--- config.mk ---
export PLATFORM = sky130hd
export DESIGN_NAME = word_alu_condition_codes
export DESIGN_NICKNAME = d
export VERILOG_FILES = /design/src/design/walucc_pkg.sv /design/src/design/word_alu_condition_codes.sv
export SDC_FILE = /design/constraint.sdc
export NUM_CORES = 1
export LEC_CHECK = 0
export BUFFER_PORTS_ARGS = -buffer_cell sky130_fd_sc_hd__buf_4
export CAP_MARGIN = 20
export CORE_MARGIN = 2
export CORE_UTILIZATION = 50
export DETAILED_ROUTE_END_ITERATION = 10
export PLACE_DENSITY = 0.71
export SLEW_MARGIN = 20
export SYNTH_ARGS = -nofsm -noshare
export SYNTH_HDL_FRONTEND = slang
export SYNTH_SLANG_ARGS = --single-unit
--- constraint.sdc ---
create_clock -name clk -period 4.8 [get_ports clk]
set_clock_uncertainty 0.2 [all_clocks]
set_input_delay 0.24 -clock clk [delete_from_list [all_inputs] [get_ports clk]]
set_output_delay 0.24 -clock clk [all_outputs]
set_load 0.005 [all_outputs]
--- src/design/walucc_pkg.sv ---
// ----------------------------------------------------------------------------
// walucc_pkg
// Operation codes and condition-code bit positions for the word ALU.
// ----------------------------------------------------------------------------
`default_nettype none

package walucc_pkg;

  typedef enum logic [5:0] {
    OP_CLR  = 6'd0,
    OP_INC  = 6'd1,
    OP_DEC  = 6'd2,
    OP_ADC  = 6'd3,
    OP_SBC  = 6'd4,
    OP_TST  = 6'd5,
    OP_NEG  = 6'd6,
    OP_COM  = 6'd7,
    OP_ROR  = 6'd8,
    OP_ROL  = 6'd9,
    OP_ASR  = 6'd10,
    OP_ASL  = 6'd11,
    OP_SWAB = 6'd12,
    OP_SXT  = 6'd13,
    OP_MOV  = 6'd14,
    OP_ADD  = 6'd15,
    OP_SUB  = 6'd16,
    OP_CMP  = 6'd17,
    OP_BIS  = 6'd18,
    OP_BIC  = 6'd19,
    OP_BIT  = 6'd20,
    OP_XOR  = 6'd21,
    OP_BR   = 6'd22,
    OP_BNE  = 6'd23,
    OP_BEQ  = 6'd24,
    OP_BPL  = 6'd25,
    OP_BMI  = 6'd26,
    OP_BVC  = 6'd27,
    OP_BVS  = 6'd28,
    OP_BCC  = 6'd29,
    OP_BCS  = 6'd30,
    OP_BGE  = 6'd31,
    OP_BLT  = 6'd32,
    OP_BGT  = 6'd33,
    OP_BLE  = 6'd34,
    OP_BHI  = 6'd35,
    OP_BLOS = 6'd36,
    OP_CCOP = 6'd37
  } op_t;

  localparam int unsigned CC_C = 0;
  localparam int unsigned CC_V = 1;
  localparam int unsigned CC_Z = 2;
  localparam int unsigned CC_N = 3;

  localparam logic [15:0] WORD_SIGN = 16'h8000;
  localparam logic [15:0] WORD_MAXP = 16'h7FFF;
  localparam logic [15:0] WORD_ONES = 16'hFFFF;
  localparam logic [7:0]  BYTE_ZERO = 8'h00;

endpackage

`default_nettype wire

--- src/design/word_alu_condition_codes.sv ---
// ----------------------------------------------------------------------------
// word_alu_condition_codes
// 16-bit word ALU with N, Z, V and C condition codes and branch tests.
// ----------------------------------------------------------------------------
// One transaction is taken per cycle unless the output channel stalls. A
// request is held in an input register, evaluated in a single combinational
// pass against the condition-code register, and its result lands in the
// output register, from which it is offered on the output channel. The loop
// through the condition-code register sets the rate: each request sees the
// codes left by the one before it. The output register lets a new request
// enter while a finished result is still waiting to be taken.
// ----------------------------------------------------------------------------
`default_nettype none

module word_alu_condition_codes
  import walucc_pkg::*;
(
  input  wire logic        clk,
  input  wire logic        rst,
  input  wire logic        in_valid,
  output logic             in_ready,
  input  wire logic [5:0]  req_type,
  input  wire logic [15:0] src_word,
  input  wire logic [15:0] dst_word,
  input  wire logic [3:0]  cc_mask,
  input  wire logic        cc_set,
  output logic             out_valid,
  input  wire logic        out_ready,
  output logic [15:0]      result_word,
  output logic             write_back,
  output logic             flag_n,
  output logic             flag_z,
  output logic             flag_v,
  output logic             flag_c,
  output logic             branch_taken
);

  logic        req_valid;
  logic [5:0]  req_op;
  logic [15:0] req_src;
  logic [15:0] req_dst;
  logic [3:0]  req_mask;
  logic        req_set;

  logic [3:0]  cc;
  logic [3:0]  cc_next;
  logic [15:0] res_next;
  logic        wb_next;
  logic        br_next;
  logic        advance;

  assign advance  = req_valid && (!out_valid || out_ready);
  assign in_ready = !req_valid || advance;

  always_ff @(posedge clk) begin
    if (rst) begin
      req_valid <= 1'b0;
    end else if (in_ready) begin
      req_valid <= in_valid;
    end
    if (in_valid && in_ready) begin
      req_op   <= req_type;
      req_src  <= src_word;
      req_dst  <= dst_word;
      req_mask <= cc_mask;
      req_set  <= cc_set;
    end
  end

  always_comb begin
    logic [16:0] wide;
    logic        cin;
    logic        co;
    logic        n;
    logic        z;
    logic        v;
    logic [15:0] r;
    cin  = cc[CC_C];
    n    = cc[CC_N];
    z    = cc[CC_Z];
    v    = cc[CC_V];
    wide = '0;
    co   = 1'b0;
    r    = '0;
    res_next = '0;
    wb_next  = 1'b0;
    br_next  = 1'b0;
    cc_next  = cc;
    case (req_op)
      OP_CLR: begin
        cc_next = 4'b0100;
        wb_next = 1'b1;
      end
      OP_INC, OP_DEC, OP_ADC, OP_SBC: begin
        r = req_dst;
        case (req_op)
          OP_INC:  r = req_dst + 16'd1;
          OP_DEC:  r = req_dst - 16'd1;
          OP_ADC:  r = req_dst + {15'd0, cin};
          OP_SBC:  r = req_dst - {15'd0, cin};
          default: r = req_dst;
        endcase
        res_next     = r;
        wb_next      = 1'b1;
        cc_next[CC_N] = r[15];
        cc_next[CC_Z] = (r == 16'd0);
        case (req_op)
          OP_INC: cc_next[CC_V] = (req_dst == WORD_MAXP);
          OP_DEC: cc_next[CC_V] = (req_dst == WORD_SIGN);
          OP_ADC: begin
            cc_next[CC_V] = cin && (req_dst == WORD_MAXP);
            cc_next[CC_C] = cin && (req_dst == WORD_ONES);
          end
          OP_SBC: begin
            cc_next[CC_V] = cin && (req_dst == WORD_SIGN);
            cc_next[CC_C] = cin && (req_dst == 16'd0);
          end
          default: cc_next[CC_V] = 1'b0;
        endcase
      end
      OP_TST: begin
        res_next = req_dst;
        cc_next  = {req_dst[15], (req_dst == 16'd0), 2'b00};
      end
      OP_NEG: begin
        r        = 16'd0 - req_dst;
        res_next = r;
        wb_next  = 1'b1;
        cc_next  = {r[15], (r == 16'd0), (r == WORD_SIGN), (r != 16'd0)};
      end
      OP_COM: begin
        r        = ~req_dst;
        res_next = r;
        wb_next  = 1'b1;
        cc_next  = {r[15], (r == 16'd0), 2'b01};
      end
      OP_ROR, OP_ROL, OP_ASR, OP_ASL: begin
        case (req_op)
          OP_ROR: begin
            r  = {cin, req_dst[15:1]};
            co = req_dst[0];
          end
          OP_ROL: begin
            r  = {req_dst[14:0], cin};
            co = req_dst[15];
          end
          OP_ASR: begin
            r  = {req_dst[15], req_dst[15:1]};
            co = req_dst[0];
          end
          default: begin
            r  = {req_dst[14:0], 1'b0};
            co = req_dst[15];
          end
        endcase
        res_next = r;
        wb_next  = 1'b1;
        cc_next  = {r[15], (r == 16'd0), r[15] ^ co, co};
      end
      OP_SWAB: begin
        r        = {req_dst[7:0], req_dst[15:8]};
        res_next = r;
        wb_next  = 1'b1;
        cc_next  = {r[7], (r[7:0] == BYTE_ZERO), 2'b00};
      end
      OP_SXT: begin
        res_next = n ? WORD_ONES : 16'd0;
        wb_next  = 1'b1;
        cc_next  = {n, !n, 1'b0, cin};
      end
      OP_MOV, OP_BIS, OP_BIC, OP_BIT, OP_XOR: begin
        case (req_op)
          OP_MOV:  r = req_src;
          OP_BIS:  r = req_src | req_dst;
          OP_BIC:  r = req_dst & ~req_src;
          OP_BIT:  r = req_src & req_dst;
          default: r = req_src ^ req_dst;
        endcase
        res_next = r;
        wb_next  = (req_op != OP_BIT);
        cc_next  = {r[15], (r == 16'd0), 1'b0, cin};
      end
      OP_ADD: begin
        wide     = {1'b0, req_src} + {1'b0, req_dst};
        r        = wide[15:0];
        res_next = r;
        wb_next  = 1'b1;
        cc_next  = {r[15], (r == 16'd0),
                    (req_src[15] == req_dst[15]) && (r[15] != req_src[15]), wide[16]};
      end
      OP_SUB: begin
        wide     = {1'b0, req_dst} - {1'b0, req_src};
        r        = wide[15:0];
        res_next = r;
        wb_next  = 1'b1;
        cc_next  = {r[15], (r == 16'd0),
                    (req_src[15] != req_dst[15]) && (r[15] == req_src[15]), wide[16]};
      end
      OP_CMP: begin
        wide     = {1'b0, req_src} - {1'b0, req_dst};
        r        = wide[15:0];
        res_next = r;
        cc_next  = {r[15], (r == 16'd0),
                    (req_src[15] != req_dst[15]) && (r[15] == req_dst[15]), wide[16]};
      end
      OP_BR:   br_next = 1'b1;
      OP_BNE:  br_next = !z;
      OP_BEQ:  br_next = z;
      OP_BPL:  br_next = !n;
      OP_BMI:  br_next = n;
      OP_BVC:  br_next = !v;
      OP_BVS:  br_next = v;
      OP_BCC:  br_next = !cin;
      OP_BCS:  br_next = cin;
      OP_BGE:  br_next = (n == v);
      OP_BLT:  br_next = (n != v);
      OP_BGT:  br_next = !(z || (n != v));
      OP_BLE:  br_next = z || (n != v);
      OP_BHI:  br_next = !(cin || z);
      OP_BLOS: br_next = cin || z;
      OP_CCOP: cc_next = req_set ? (cc | req_mask) : (cc & ~req_mask);
      default: cc_next = cc;
    endcase
  end

  always_ff @(posedge clk) begin
    if (rst) begin
      out_valid <= 1'b0;
      cc        <= 4'b0000;
    end else begin
      if (advance) begin
        out_valid <= 1'b1;
        cc        <= cc_next;
      end else if (out_ready) begin
        out_valid <= 1'b0;
      end
    end
    if (advance) begin
      result_word  <= res_next;
      write_back   <= wb_next;
      branch_taken <= br_next;
    end
  end

  assign flag_n = cc[CC_N];
  assign flag_z = cc[CC_Z];
  assign flag_v = cc[CC_V];
  assign flag_c = cc[CC_C];

  a_br_no_wb: assert property (@(posedge clk) disable iff (rst)
    out_valid && branch_taken |-> !write_back)
    else $error("branch result marked for write-back");

  a_cc_hold_on_stall: assert property (@(posedge clk) disable iff (rst)
    !advance |=> $stable(cc))
    else $error("condition codes moved without a transaction");

  a_fill_output: assert property (@(posedge clk) disable iff (rst)
    req_valid && !out_valid |=> out_valid)
    else $error("held request did not reach the output register");

  a_branch_keeps_cc: assert property (@(posedge clk) disable iff (rst)
    advance && br_next |=> cc == $past(cc))
    else $error("branch test altered the condition codes");

endmodule

`default_nettype wire
Word-level counts from Yosys, hierarchy flattened --
Index checks and enable logic that the tools add are counted.
Storage, ports and cells: bits in registers 67, bits of input ports 47
Cells by class: add/sub/neg operators 8, equality and inequality tests 50, mux-type cells 18, bitwise logic cells 12, reductions and logical operators 45
Operators with widths (number):
- 16-bit one-hot mux with 11 select lines | 1
- 16-bit logical NOT | 9
- 16-bit one-hot mux with 4 select lines | 2
- 6-bit by 5-bit equality test with 1-bit output (second input constant) | 16
- 16-bit two-way mux | 4
- 4-bit one-hot mux with 13 select lines | 1
- 16-bit equality test (second input constant) | 3
- 6-bit by 4-bit equality test with 1-bit output (second input constant) | 8
- 16-bit one-hot mux with 3 select lines | 1
- 6-bit equality test (second input constant) | 6
- 16-bit by 16-bit subtractor with 17-bit output | 2
- 16-bit AND | 2
- 16-bit NOT | 2
- 6-bit by 3-bit equality test with 1-bit output (second input constant) | 4
- 16-bit by 16-bit adder with 17-bit output | 1
- 16-bit by 1-bit adder with 16-bit output | 1
- 16-bit by 1-bit adder with 16-bit output (second input constant) | 1
- 16-bit by 15-bit equality test with 1-bit output (second input constant) | 1
- 16-bit OR | 1
- 16-bit nonzero test | 1
- 1-bit by 16-bit subtractor with 16-bit output (first input constant) | 1
- 16-bit by 1-bit subtractor with 16-bit output | 1
- 16-bit by 1-bit subtractor with 16-bit output (second input constant) | 1
- 16-bit XOR | 1
- other kinds (32) | 62

Longest topological paths before layout --
Gate-level depths: netlist of run 1.
depth after elaboration 6, mapped depth 17

Least setup slack after synthesis of run 1 --
No wires, ideal clock.
kind reg2reg, start point reg req_op[4], end point reg cc[2], setup time 74 ps, data arrival time 3794 ps, required time 4526 ps, setup slack 732 ps, stages on the path, launching flop included 18, path buffers 2, clock period less this slack 4068 ps, cells stage by stage edfxtp_1 -> clkbuf_1 -> or3_1 -> clkbuf_1 -> a211o_1 -> ha_1 -> inv_1 -> ha_1 -> nand2_1 -> nor4_1 -> o2111ai_1 -> o31ai_1 -> xnor2_1 -> or4bb_1 -> nor3b_1 -> a31oi_1 -> nor3b_1 -> a31oi_1
On the way: longest elaborated chain between the ends 5, elaborated cells on any way between the ends 38, classes of those cells eq/ne (22); mux (7); reduce/logical (9)
Ends and longest elaborated chain:
- start, declared | line word_alu_condition_codes.sv:39 | logic [5:0] req_op;
- start signal, assigned | line word_alu_condition_codes.sv:62 | req_op <= req_type;
- 6-bit by 5-bit equality test with 1-bit output, or another cell as far along | line word_alu_condition_codes.sv:89, word_alu_condition_codes.sv:172
- 16-bit one-hot mux with 4 select lines, or another cell as far along | line word_alu_condition_codes.sv:172 | case (req_op)
- 16-bit two-way mux | line word_alu_condition_codes.sv:89 | case (req_op)
- 16-bit logical NOT, on equally long branches | line word_alu_condition_codes.sv:181, word_alu_condition_codes.sv:106, word_alu_condition_codes.sv:158
- 4-bit one-hot mux with 13 select lines | line word_alu_condition_codes.sv:89
- end signal, assigned | line word_alu_condition_codes.sv:233 | cc <= cc_next;
- end, declared | line word_alu_condition_codes.sv:45 | logic [3:0] cc;
Parallel ways exist; a longest one is shown, timed or not. The select of a mux whose other input is x is not followed. A chain may end at the register's enable or synchronous reset.

Worst setup path in the final report of run 1 --
start point reg req_dst[0], end point reg cc[2]
On the way: longest elaborated chain between the ends 5, elaborated cells on any way between the ends 29, classes of those cells add/sub (8); mux (7); bitwise (5); reduce/logical (9)
Ends and longest elaborated chain:
- start, declared | line word_alu_condition_codes.sv:41 | logic [15:0] req_dst;
- start signal, assigned | line word_alu_condition_codes.sv:64 | req_dst <= dst_word;
- 16-bit by 1-bit subtractor with 16-bit output, or another cell as far along | line word_alu_condition_codes.sv:100 | OP_SBC: r = req_dst - {15'd0, cin};
- 16-bit one-hot mux with 4 select lines, on equally long branches | line word_alu_condition_codes.sv:96, word_alu_condition_codes.sv:172
- 16-bit two-way mux | line word_alu_condition_codes.sv:89
- 16-bit logical NOT, on equally long branches | line word_alu_condition_codes.sv:106, word_alu_condition_codes.sv:181
- 4-bit one-hot mux with 13 select lines * | line word_alu_condition_codes.sv:89
Mark *: on every way between the ends. The rest lies on a longest branch, timed or not. The select of a mux whose other input is x is not followed.

==> results of run 1 <==
==> power breakdown <==
group          internal, mW  leakage [nW]  switching (mW)  total (mW)
Clock                 0.523         0.173           0.284       0.807
Combinational         0.322          3.18           0.535       0.857
Sequential            0.680         0.639          0.0298       0.709
Total                  1.52          3.99           0.849        2.37
==> through the flow <==
step / instances / hold slack (ns) / utilization / cell area (µm²)
2_1_floorplan: 1133 / 0.109 / - / 8820
3_3_place_gp: 1393 / 0.218 / 0.560 / 9680
3_5_place_dp: 1393 / 0.219 / 0.560 / 9680
4_1_cts: 1456 / 0.317 / 0.607 / 10500
5_1_grt: 1456 / 0.347 / 0.607 / 10500
6_report: 1457 / 0.341 / 0.608 / 10500
==> layout by cell type (no fill, tap or decap), drive strengths merged, types with 14 or more instances in the layout <==
cell type	netlist	layout
a21oi	104	104
a22oi	15	15
a31oi	14	14
buf	18	119
dlygate4sd3	0	47
edfxtp	61	61
ha	69	69
inv	47	47
mux2i	20	20
nand2	77	77
nand2b	14	14
nand3	33	33
nand4	15	15
nor2	99	99
nor2b	17	17
nor3	36	36
nor4	25	25
o211ai	18	18
o21ai	61	61
xnor2	63	63
xor2	18	18
==> critical path: stages, from the launching register on <==
cell       delay, ns
edfxtp_1        0.50
inv_1           0.30
ha_1            0.26
fa_1            0.30
o21bai_1        0.13
a211oi_1        0.48
nor2_1          0.11
nor2_1          0.26
o211ai_1        0.14
a2111oi_0       0.67
buf_4           0.22
nand4b_1        0.09
nor4_1          0.53
nor3b_1         0.13
a31oi_1         0.16
==> registers in the layout, indices dropped and copies added, names as in the netlist <==
name and flops:
req_set 1, cc 4, req_op 6, req_mask 4, out_valid 1, write_back 1
req_src 16, req_dst 16, branch_taken 1, req_valid 1, result_word 16
==> logic make-up (layout without fill, tap and decap cells) <==
kind of cell             count (synthesis)  after routing  synth area share
AND/OR/NAND/NOR                        382            382             0.223
AO/OA/AOI/OAI                          372            372             0.286
buffers and inverters                  138            236            0.0611
XOR/XNOR                                81             81            0.0804
adder cells (fa/ha/maj)                 72             72             0.105
flip-flops                              67             67             0.221
multiplexers                            21             21            0.0240
other                                    0              1                 0
==> worst min path at each step <==
stage,start,endpoint,cells past startpoint,slack (ns)
2_1_floorplan,rst,cc[0],1,0.11
3_3_place_gp,dst_word[2],req_dst[2],1,0.22
3_5_place_dp,src_word[8],req_src[8],1,0.22
4_1_cts,req_valid,out_valid,2,0.32
5_1_grt,req_valid,out_valid,2,0.35
6_report,req_valid,out_valid,2,0.34
==> layer usage <==
| layer | routed length (µm) | track usage |
|---|---|---|
| met1 | 14600 | 0.548 |
| met2 | 15600 | 0.573 |
| met3 | 4810 | 0.0996 |
| met4 | 1930 | 0.198 |
| met5 | 0 | 0 |
==> area by class of cell <==
type | count | area (µm²)
sequential | 67 | 1950
antenna | 1 | 2.50
timing repair buffer | 166 | 1360
fill | 1555 | 6790
tap | 225 | 282
inverter | 54 | 203
clock inverter | 6 | 113
multi-input combinational | 928 | 6360
clock buffer | 10 | 239
==> timing repair <==
action                                  4_1_cts  5_1_grt
endpoints found under the setup margin        0        1
resized for setup                             0        1
hold endpoints to repair                     47        0
hold buffers                                 47        0
==> results, run 1 <==
- Clock-pin slew was measured on the worst setup and hold paths at 0.06 ns.
- Synthesis inferred 67 register bits.
- The area growth from synthesis to layout is 19.1%.
- The average wire per cell in the routed design is 25.3 µm.
- The library cell with the highest instance count after synthesis is a21oi_1.
- The floorplan step defined a core boundary enclosing 0.0173 mm².
- The total number of H-tree levels is 3.
- Following the worst setup path forward leads to its endpoint at cc[2].
- The die boundary height is 137 µm.
- For this run, the top clock speed supported by timing is 220 MHz.
- Counting every sink on the clock net gives 67.
- Total power for the finished layout comes to 2.37 mW.
- After layout, the minimum clock period comes to 4.55 ns.
- The detail-routed via count per cell is 6.96.
- In the synthesized netlist, the number of instances is 1133.
- Setup repair after global routing left no endpoint under its margin.
- The share of post-route cells with drive strength above 1 is 0.130.
- The run finished with clean final reports.
- The final setup violation count is 0.
- The category of the critical setup timing path is register to register.
- In this run the count of I/O pins placed on the die edge is 71.
- STA classifies the critical path startpoint as a register.
- The floorplan step defined a die boundary enclosing 0.0187 mm².
- Global routing finished with a remaining overflow of 0.
- The violation count after the first detailed-route iteration is 1491.
- Routability-driven placement finished with a final weighted congestion of 1.06.
- The clock root buffer master is clkbuf_16.
- By area the synthesized netlist is led by edfxtp_1, ha_1, xnor2_1, a21oi_1, nor2_1.
- The cell area that synthesis handed to floorplanning was ~0.009 mm².
- TritonCTS built the clock tree.
- In this run the static leakage power is ~4 nW.
- The share of synthesized flip-flops with an asynchronous set or reset is 0.
- The arrival time of data at the critical path endpoint is 4.63 ns.
- In this run the worst setup path begins at req_dst[0].
- The remaining antenna violation count after routing is 0.
- The count of final hold-check violations is 0.
- When the netlist entered floorplanning its net count stood at 1252.
- The worst slew margin relative to its limit is 0.402.
- For this run, the total global-route usage over all layers was measured as 0.397.
- The first global-routing pass estimated 55.4 mm of wire.
- The final number of max-transition violations came to 0.
- Along the worst path, the maximum fanout reaches 8.
- Across all layers, the routed design uses 10143 vias.
- In this run the horizontal extent of the chip is 137 µm.
- The via count of the first global-routing pass is 9181.
- The share of synthesized area in the top cell type comes to 0.208.
- For the worst-skew pair, the clock arrives at the later sink with an insertion delay of 0.36 ns.
- The path class of the tightest hold or removal check is register to register.
- The largest voltage drop on the vdd net is 0.179 mV.
- The startpoint identified for the worst register-to-register timing path is req_dst[0].
- The cell area power density is between 200 and 250 mW/mm².
- The count of cells along the worst register-to-register path is 14.
- The worst register-to-register path ends at cc[2].
- The clock passes through at most 2 buffers.
- After clock tree synthesis, the setup repair step added 0 buffers.
- The number of buffers created by CTS is 9.
- Across the run, the number of max-cap violations was 0.
- In this run, synthesis inferred 61 flip-flops with an integrated enable.
- STA classifies the critical path endpoint as a register.
- For this block, the routed nets add up to approximately 37 mm of wire.
- Data on the critical path is required at its endpoint by 4.88 ns.
- Dividing the final minimum period by the clock period gives 0.948.
- The detailed-placement wirelength estimate is about 27 mm.
- Port buffering added 70 buffers.
- The pin count of the biggest net entering global routing is 52.
- The number of distinct library cells after synthesis is 87.
- The prevailing post-synth register cell is edfxtp_1.
- The final-layout setup total negative slack is 0 ns.
- The net count of the finished layout is around 1300.
- The slack of the critical path is 0.249 ns.
- The standard-cell row count is 48.
- Summed over all instances, the cell type with the most area after synthesis is edfxtp_1.
- The yosys synthesis warning count is 0.
- The minimum setup slack among reg-to-reg paths is roughly 0.25 ns.
- The slew at the pin closest to its max-slew limit is roughly 0.9 ns.
- The initial antenna violation count is 0.
- In the routed design, unresolved DRC markers number 0.
- The initial standard-cell utilization of the core is 0.510.
- A synthesized cell averages between 7 and 8 µm².
- Counting instances in the post-synthesis netlist gives the leading cell types as a21oi_1, nor2_1, nand2_1.
- The worst setup slack after placement is 0.315 ns.
- The number of iterations in the first detailed-routing pass is 6.
- The sequential-to-total area share from yosys stat is 0.221.
Note: power is estimated with default switching activity, not from simulation.
==> run 2, diff against run 1 <==
Settings changed: PLACE_DENSITY 0.71 to unset, PLACE_DENSITY_LB_ADDON set to 0.05.
==> results, run 2 (synthesis results as in run 1) <==
- The port buffer count is 70 (unchanged).
- The total power draw came to 2.28 mW (-3.9%).
- The cell type of the slowest stage on the worst timing path is a2111oi_0.
- The area growth from synthesis to layout is 19.0% (about the same).
- The clock root buffer master is clkbuf_16.
- The final critical delay including setup and external delays is 4.56 ns (+0.0109 ns).
- The most frequent cell on the critical path is nor2_1.
- The initial standard-cell utilization of the core is 0.510 (unchanged).
- The slew at the pin closest to its max-slew limit came to 0.942 ns (+0.0454 ns).
- The largest voltage drop on the vdd net is 0.171 mV (-4.5%).
- The final-layout setup total negative slack is 0 ns (unchanged).
- The wire length of the first global-routing pass is 56.2 mm (+1.4%).
- The count of final hold-check violations is 0 (unchanged).
- The total number of H-tree levels is 3 (unchanged).
- The final routed wirelength across all metal layers is 37.9 mm (+2.6%).
- The run finished with clean final reports.
- Setup repair after global routing left no endpoint under its margin.
- The slack of the critical path was 0.238 ns (-0.0109 ns).
- The number of design rule violations left after detail routing is 0 (unchanged).
- The maximum clock insertion buffer count is 2 (unchanged).
- The number of buffers created by CTS is 9 (unchanged).
- The most common cell after layout, fill and taps aside is buf_4.
- Traced cell by cell, the critical path runs through inv_1 > ha_1 > fa_1 > o21bai_1 > a211oi_1 > nor2_1 > nor2_1 > o211ai_1 > a2111oi_0 > buf_4 > nand4b_1 > nor4_1 > nor3b_1 > a31oi_1.
- The required arrival time at the worst endpoint is 4.87 ns (about the same).
- The standard-cell row count came to 48 (unchanged).
- The biggest fanout along the worst timing path is 8 (unchanged).
- The final number of max-transition violations came to 0 (unchanged).
- The detail-routed via count per cell came to 6.95 (-0.16%).
- The final weighted congestion in routability-driven placement is 1.06 (+0.21%).
- The die area is 0.0187 mm² (unchanged).
- The clock latency reported for the late side of the worst-skew pair is 0.37 ns (about the same).
- The number of maximum-capacitance constraint violations was 0 (unchanged).
- The die boundary height came to 137 µm (unchanged).
- The arrival time of data at the critical path endpoint is 4.63 ns (about the same).
- The number of iterations in the first detailed-routing pass is 6 (unchanged).
- The worst setup slack after placement came to 0.362 ns (+0.0469 ns).
- The nature of the critical path endpoint is a register.
- The chip width is 137 µm (unchanged).
- In this run the critical register-to-register path is launched from req_dst[0].
- In this run the worst setup path begins at req_dst[0].
- The count of boundary I/O pins is 71 (unchanged).
- The remaining antenna violation count after routing is 0 (unchanged).
- The via count is 10168 (+0.25%).
- The startpoint of the most critical hold path is req_valid.
- In the final layout, the registers with the most flip-flops are req_dst (16), req_src (16), result_word (16).
- The remaining global-route overflow came to 0 (unchanged).
- The core region area was 0.0173 mm² (unchanged).
- The final setup violation count is 0 (unchanged).
- The initial antenna violation count came to 0 (unchanged).
- The family with the most delay on the worst path is compound AO/OA/AOI/OAI gates.
- The top cell types in the final layout, fill and taps aside, are buf_4, a21oi_1, nor2_1, nand2_1, ha_1.
- The net count of the finished layout was 1352 (+0.52%).
- The leakage power figure is 4.00 nW (+0.12%).
- The pin count of the biggest net entering global routing is 66 (+27%).
- The maximum clock frequency was 219 MHz (-0.24%).
- The share of the clock period used by the worst path is 0.950 (+0.00227).
- The share of post-route cells with drive strength above 1 is 0.134 (+0.00411).
- The clock transition at the registers of the reported paths was 0.06 ns (about the same).
- The cell area power density is 217 mW/mm² (-3.8%).
- The kind of start point of the critical path is a register.
- The tightest min-delay check is of the register to register type.
- The CTS sink count is 67 (unchanged).
- The maximum cell stage delay along the critical path is 0.62 ns (-0.05 ns).
- The total buffers and inverters traversed by the critical path is 2 (unchanged).
- The clock tree from TritonCTS is built.
- The via count of the first global-routing pass is 9013 (-1.8%).
- The final-layout worst hold slack came to 0.316 ns (-0.0253 ns).
- The detailed-placement wirelength estimate is 27.4 mm (+1.5%).
- The violation count after the first detailed-route iteration was 1519 (+1.9%).
- The average wire per cell in the routed design is 25.9 µm (+2.2%).
- The final antenna diode count was 0 (-1).
- The worst slew margin relative to its limit is 0.364 (-0.0385).
- The post-CTS setup buffer count is 0 (unchanged).
- The overall routing resource usage is 0.405 (+0.00859).
- The worst setup path is of the register to register kind.
==> run 2: worst paths after layout <==
kind / slack (ns) / cells after the start / to
setup reg to reg: 0.24 / 14 / cc[2]
hold reg to reg: 0.32 / 2 / out_valid
setup / recovery: 0.24 / 14 / cc[2]
hold / removal: 0.32 / 2 / out_valid
==> run 2: repair_timing <==
item                       CTS  global route
hold endpoints to repair    47             0
setup endpoints to repair    0             1
resized for setup            0             1
hold buffers                47             0
==> run 2: tightest hold or removal path, cell delays in order (launching register included) <==
cell and delay [ns]:
dfxtp_1 0.33, nor2_1 0.11, nor2_1 0.04
==> run 2: stage by stage <==
stage / area (µm²) / util / instances
6_report: 10500 / 0.607 / 1463
3_5_place_dp: 9730 / 0.563 / 1400
4_1_cts: 10500 / 0.607 / 1463
2_1_floorplan: 8820 / - / 1133
3_3_place_gp: 9730 / 0.563 / 1400
5_1_grt: 10500 / 0.607 / 1463
==> run 2: report_power, final <==
part / internal, mW / switching, mW / total, mW / leakage, nW
Sequential: 0.679 / 0.0276 / 0.707 / 0.639
Clock: 0.404 / 0.302 / 0.705 / 0.143
Combinational: 0.327 / 0.541 / 0.868 / 3.22
Total: 1.41 / 0.870 / 2.28 / 4.00
==> run 2: per-layer routing <==
| metal | up-vias | wire (µm) | GRT usage |
|---|---|---|---|
| met1 | 4772 | 15300 | 0.575 |
| met2 | 789 | 15700 | 0.578 |
| li1 | 4468 | - | - |
| met3 | 139 | 4990 | 0.0956 |
| met5 | - | 0 | 0 |
| met4 | 0 | 1870 | 0.188 |
==> run 2: area by class of cell <==
class | instances | area [µm²]
multi-input combinational | 928 | 6350
timing repair buffer | 173 | 1420
clock inverter | 6 | 65.1
clock buffer | 10 | 229
inverter | 54 | 203
tap | 225 | 282
sequential | 67 | 1950
fill | 1599 | 6800
==> run 3, diff against run 2 <==
Settings changed: GPL_TIMING_DRIVEN set to 0.
==> results, run 3 (synthesis results as in run 1) <==
- The final number of max-transition violations was 0 (unchanged).
- The maximum clock insertion buffer count was 2 (unchanged).
- The die boundary height came to 137 µm (unchanged).
- The final routed wirelength across all metal layers came to 39.3 mm (+3.7%).
- The total number of H-tree levels is 3 (unchanged).
- The core region area was 0.0173 mm² (unchanged).
- The remaining global-route overflow is 0 (unchanged).
- The final-layout worst hold slack was 0.0479 ns (-0.268 ns).
- The register share of total power is 0.315 (+0.005).
- Leaving out fill and tap cells, the most frequent cell in the layout is a21oi_1.
- The switching fraction of total power is 0.388 (+0.00594).
- In the final layout, the registers with the most flip-flops are req_dst (16), req_src (16), result_word (16).
- The detailed-placement wirelength estimate is 29.9 mm (+8.9%).
- The worst slew margin relative to its limit is 0.249 (-0.115).
- The maximum cell stage delay along the critical path is 0.54 ns (-0.08 ns).
- The worst setup slack after placement is -0.668 ns (-1.03 ns).
- The violation count after the first detailed-route iteration is 1604 (+5.6%).
- The number of iterations in the first detailed-routing pass came to 7 (+1).
- The arrival time of data at the critical path endpoint is 4.63 ns (about the same).
- The final setup violation count is 0 (unchanged).
- The initial antenna violation count is 0 (unchanged).
- The final critical delay including setup and external delays is 4.73 ns (+0.165 ns).
- The cell area power density is 216 mW/mm² (-0.39%).
- From synthesis to final layout, the design area changed by 20.2%.
- The number of design rule violations left after detail routing was 0 (unchanged).
- The standard-cell row count came to 48 (unchanged).
- The clock latency reported for the late side of the worst-skew pair is 0.36 ns (about the same).
- The count of boundary I/O pins is 71 (unchanged).
- The port buffer count came to 70 (unchanged).
- In the layout the commonest cells are a21oi_1, nor2_1, buf_4, nand2_1, ha_1.
- The net count of the finished layout is 1386 (+2.5%).
- The final weighted congestion in routability-driven placement came to 1.06 (+0.23%).
- The clock transition at the registers of the reported paths was 0.06 ns (about the same).
- The via count is 10448 (+2.8%).
- The overall routing resource usage is 0.421 (+0.0159).
- The category of the critical setup timing path is register to register.
- The internal power contribution came to 1.41 mW (-0.32%).
- The number of buffers created by CTS is 9 (unchanged).
- The final antenna diode count is 0 (unchanged).
- The number of standard cells in the layout, taps in and fillers out is 1497 (+2.3%).
- The number of maximum-capacitance constraint violations is 0 (unchanged).
- The count of final hold-check violations is 0 (unchanged).
- The clock tree from TritonCTS is built.
- The chip width was 137 µm (unchanged).
- The critical path goes through buf_2 > inv_1 > ha_1 > buf_4 > nor2_1 > o221ai_1 > a21o_1 > o21a_1 > o31a_1 > xnor2_1 > o211ai_1 > a221oi_2 > nand2_1.
- The nature of the critical path endpoint is a register.
- The area taken by multi-input logic gates is 0.00644 mm² (+1.4%).
- The maximum clock frequency was 212 MHz (-3.5%).
- The slack of the critical path is 0.0731 ns (-0.165 ns).
- The largest voltage drop on the vdd net is 0.177 mV (+4.1%).
- The CTS sink count is 67 (unchanged).
- The total buffers and inverters traversed by the critical path was 3 (+1).
- The detail-routed via count per cell was 6.98 (+0.42%).
- The average wire per cell in the routed design came to 26.3 µm (+1.3%).
- The remaining antenna violation count after routing came to 0 (unchanged).
- The required arrival time at the worst endpoint is 4.71 ns (-0.16 ns).
- The register area was 0.00195 mm² (unchanged).
- The via count of the first global-routing pass is 9668 (+7.3%).
- The pin count of the biggest net entering global routing is 27 (-59%).
- The total cell area at the placement stage was 0.00970 mm² (-0.31%).
- The die area is 0.0187 mm² (unchanged).
- The final instance area is 0.0106 mm² (+1.0%).
- The cell type of the slowest stage on the worst timing path is edfxtp_1.
- The clock share of power is 0.308 (about the same).
- The leakage power figure is 3.95 nW (-1.1%).
- Setup repair after global routing could not meet its margin everywhere.
- The fill cell total of the finished layout is 1627 (+1.8%).
- The slew at the pin closest to its max-slew limit is 1.12 ns (+0.175 ns).
- The share of power burned in combinational logic is 0.376 (-0.005).
- The share of post-route cells with drive strength above 1 is 0.116 (-0.0177).
- The total net switching power is 0.889 mW (+2.2%).
- The biggest fanout along the worst timing path is 10 (+2).
- The share of the clock period used by the worst path came to 0.985 (+0.0344).
- In this run the worst hold path is classified as primary input to register.
- The utilization of the core after routing is 0.613 (+0.00629).
- The placed cell count is 1430 (+2.1%).
- The kind of start point of the critical path is a register.
- The initial standard-cell utilization of the core was 0.510 (unchanged).
- The family with the most delay on the worst path is compound AO/OA/AOI/OAI gates.
- In this run the clock root is driven by a clkbuf_16.
- The wire length of the first global-routing pass was 58.3 mm (+3.7%).
- The run finished with clean final reports.
run 3: layout make-up:
cell class                 count  share of cell area
multi-input combinational    928               0.607
sequential                    67               0.184
timing repair buffer         124               0.102
buffer                        83              0.0326
tap                          225              0.0265
clock buffer                   9              0.0212
inverter                      54              0.0195
clock inverter                 7             0.00719
run 3: stage by stage:
stage          TNS (ns)  power, mW
2_1_floorplan         0       1.24
3_3_place_gp      -2.39       1.50
5_1_grt         -0.0141       2.36
6_report              0       2.29
4_1_cts               0       2.25
3_5_place_dp      -1.54       1.51
run 3: final timing paths:
path	startpoint	end	slack, ns	depth (start not counted)
worst min-delay path	out_ready	out_valid	0.05	4
worst min register to register	req_valid	out_valid	0.35	2
worst max register to register	req_dst[3]	result_word[15]	0.07	13
worst max-delay path	req_dst[3]	result_word[15]	0.07	13
run 3: layer usage:
| metal | vias up | track usage | part of all wire |
|---|---|---|---|
| li1 | 4547 | - | - |
| met4 | 0 | 0.204 | 0.050 |
| met2 | 818 | 0.639 | 0.43 |
| met3 | 161 | 0.113 | 0.13 |
| met1 | 4922 | 0.554 | 0.39 |
| met5 | - | 0 | 0 |
run 3: timing repair:
item | 4_1_cts | 5_1_grt
endpoints found under the hold margin | 47 | 0
endpoints found under the setup margin | 7 | 7
setup buffers | 1 | 5
gates cloned | 0 | 0
resized for setup | 11 | 23
hold buffers | 46 | 0
pin swaps | 1 | 0
run 3: power groups by stage:
stage / combinational [mW] / clock [mW] / sequential (mW)
after CTS: 0.812 / 0.712 / 0.722
after detailed placement: 0.773 / 0 / 0.733
final: 0.863 / 0.708 / 0.724
after global routing: 0.912 / 0.725 / 0.726
after floorplan: 0.521 / 0 / 0.718
after global placement: 0.761 / 0 / 0.735
run 3: worst reg2reg max path: stages, from the launching register on:
cell and delay, ns:
edfxtp_1 0.54, buf_2 0.33, inv_1 0.24, ha_1 0.33, buf_4 0.17, nor2_1 0.46, o221ai_1 0.33, a21o_1 0.28
o21a_1 0.25, o31a_1 0.35, xnor2_1 0.28, o211ai_1 0.16, a221oi_2 0.44, nand2_1 0.10
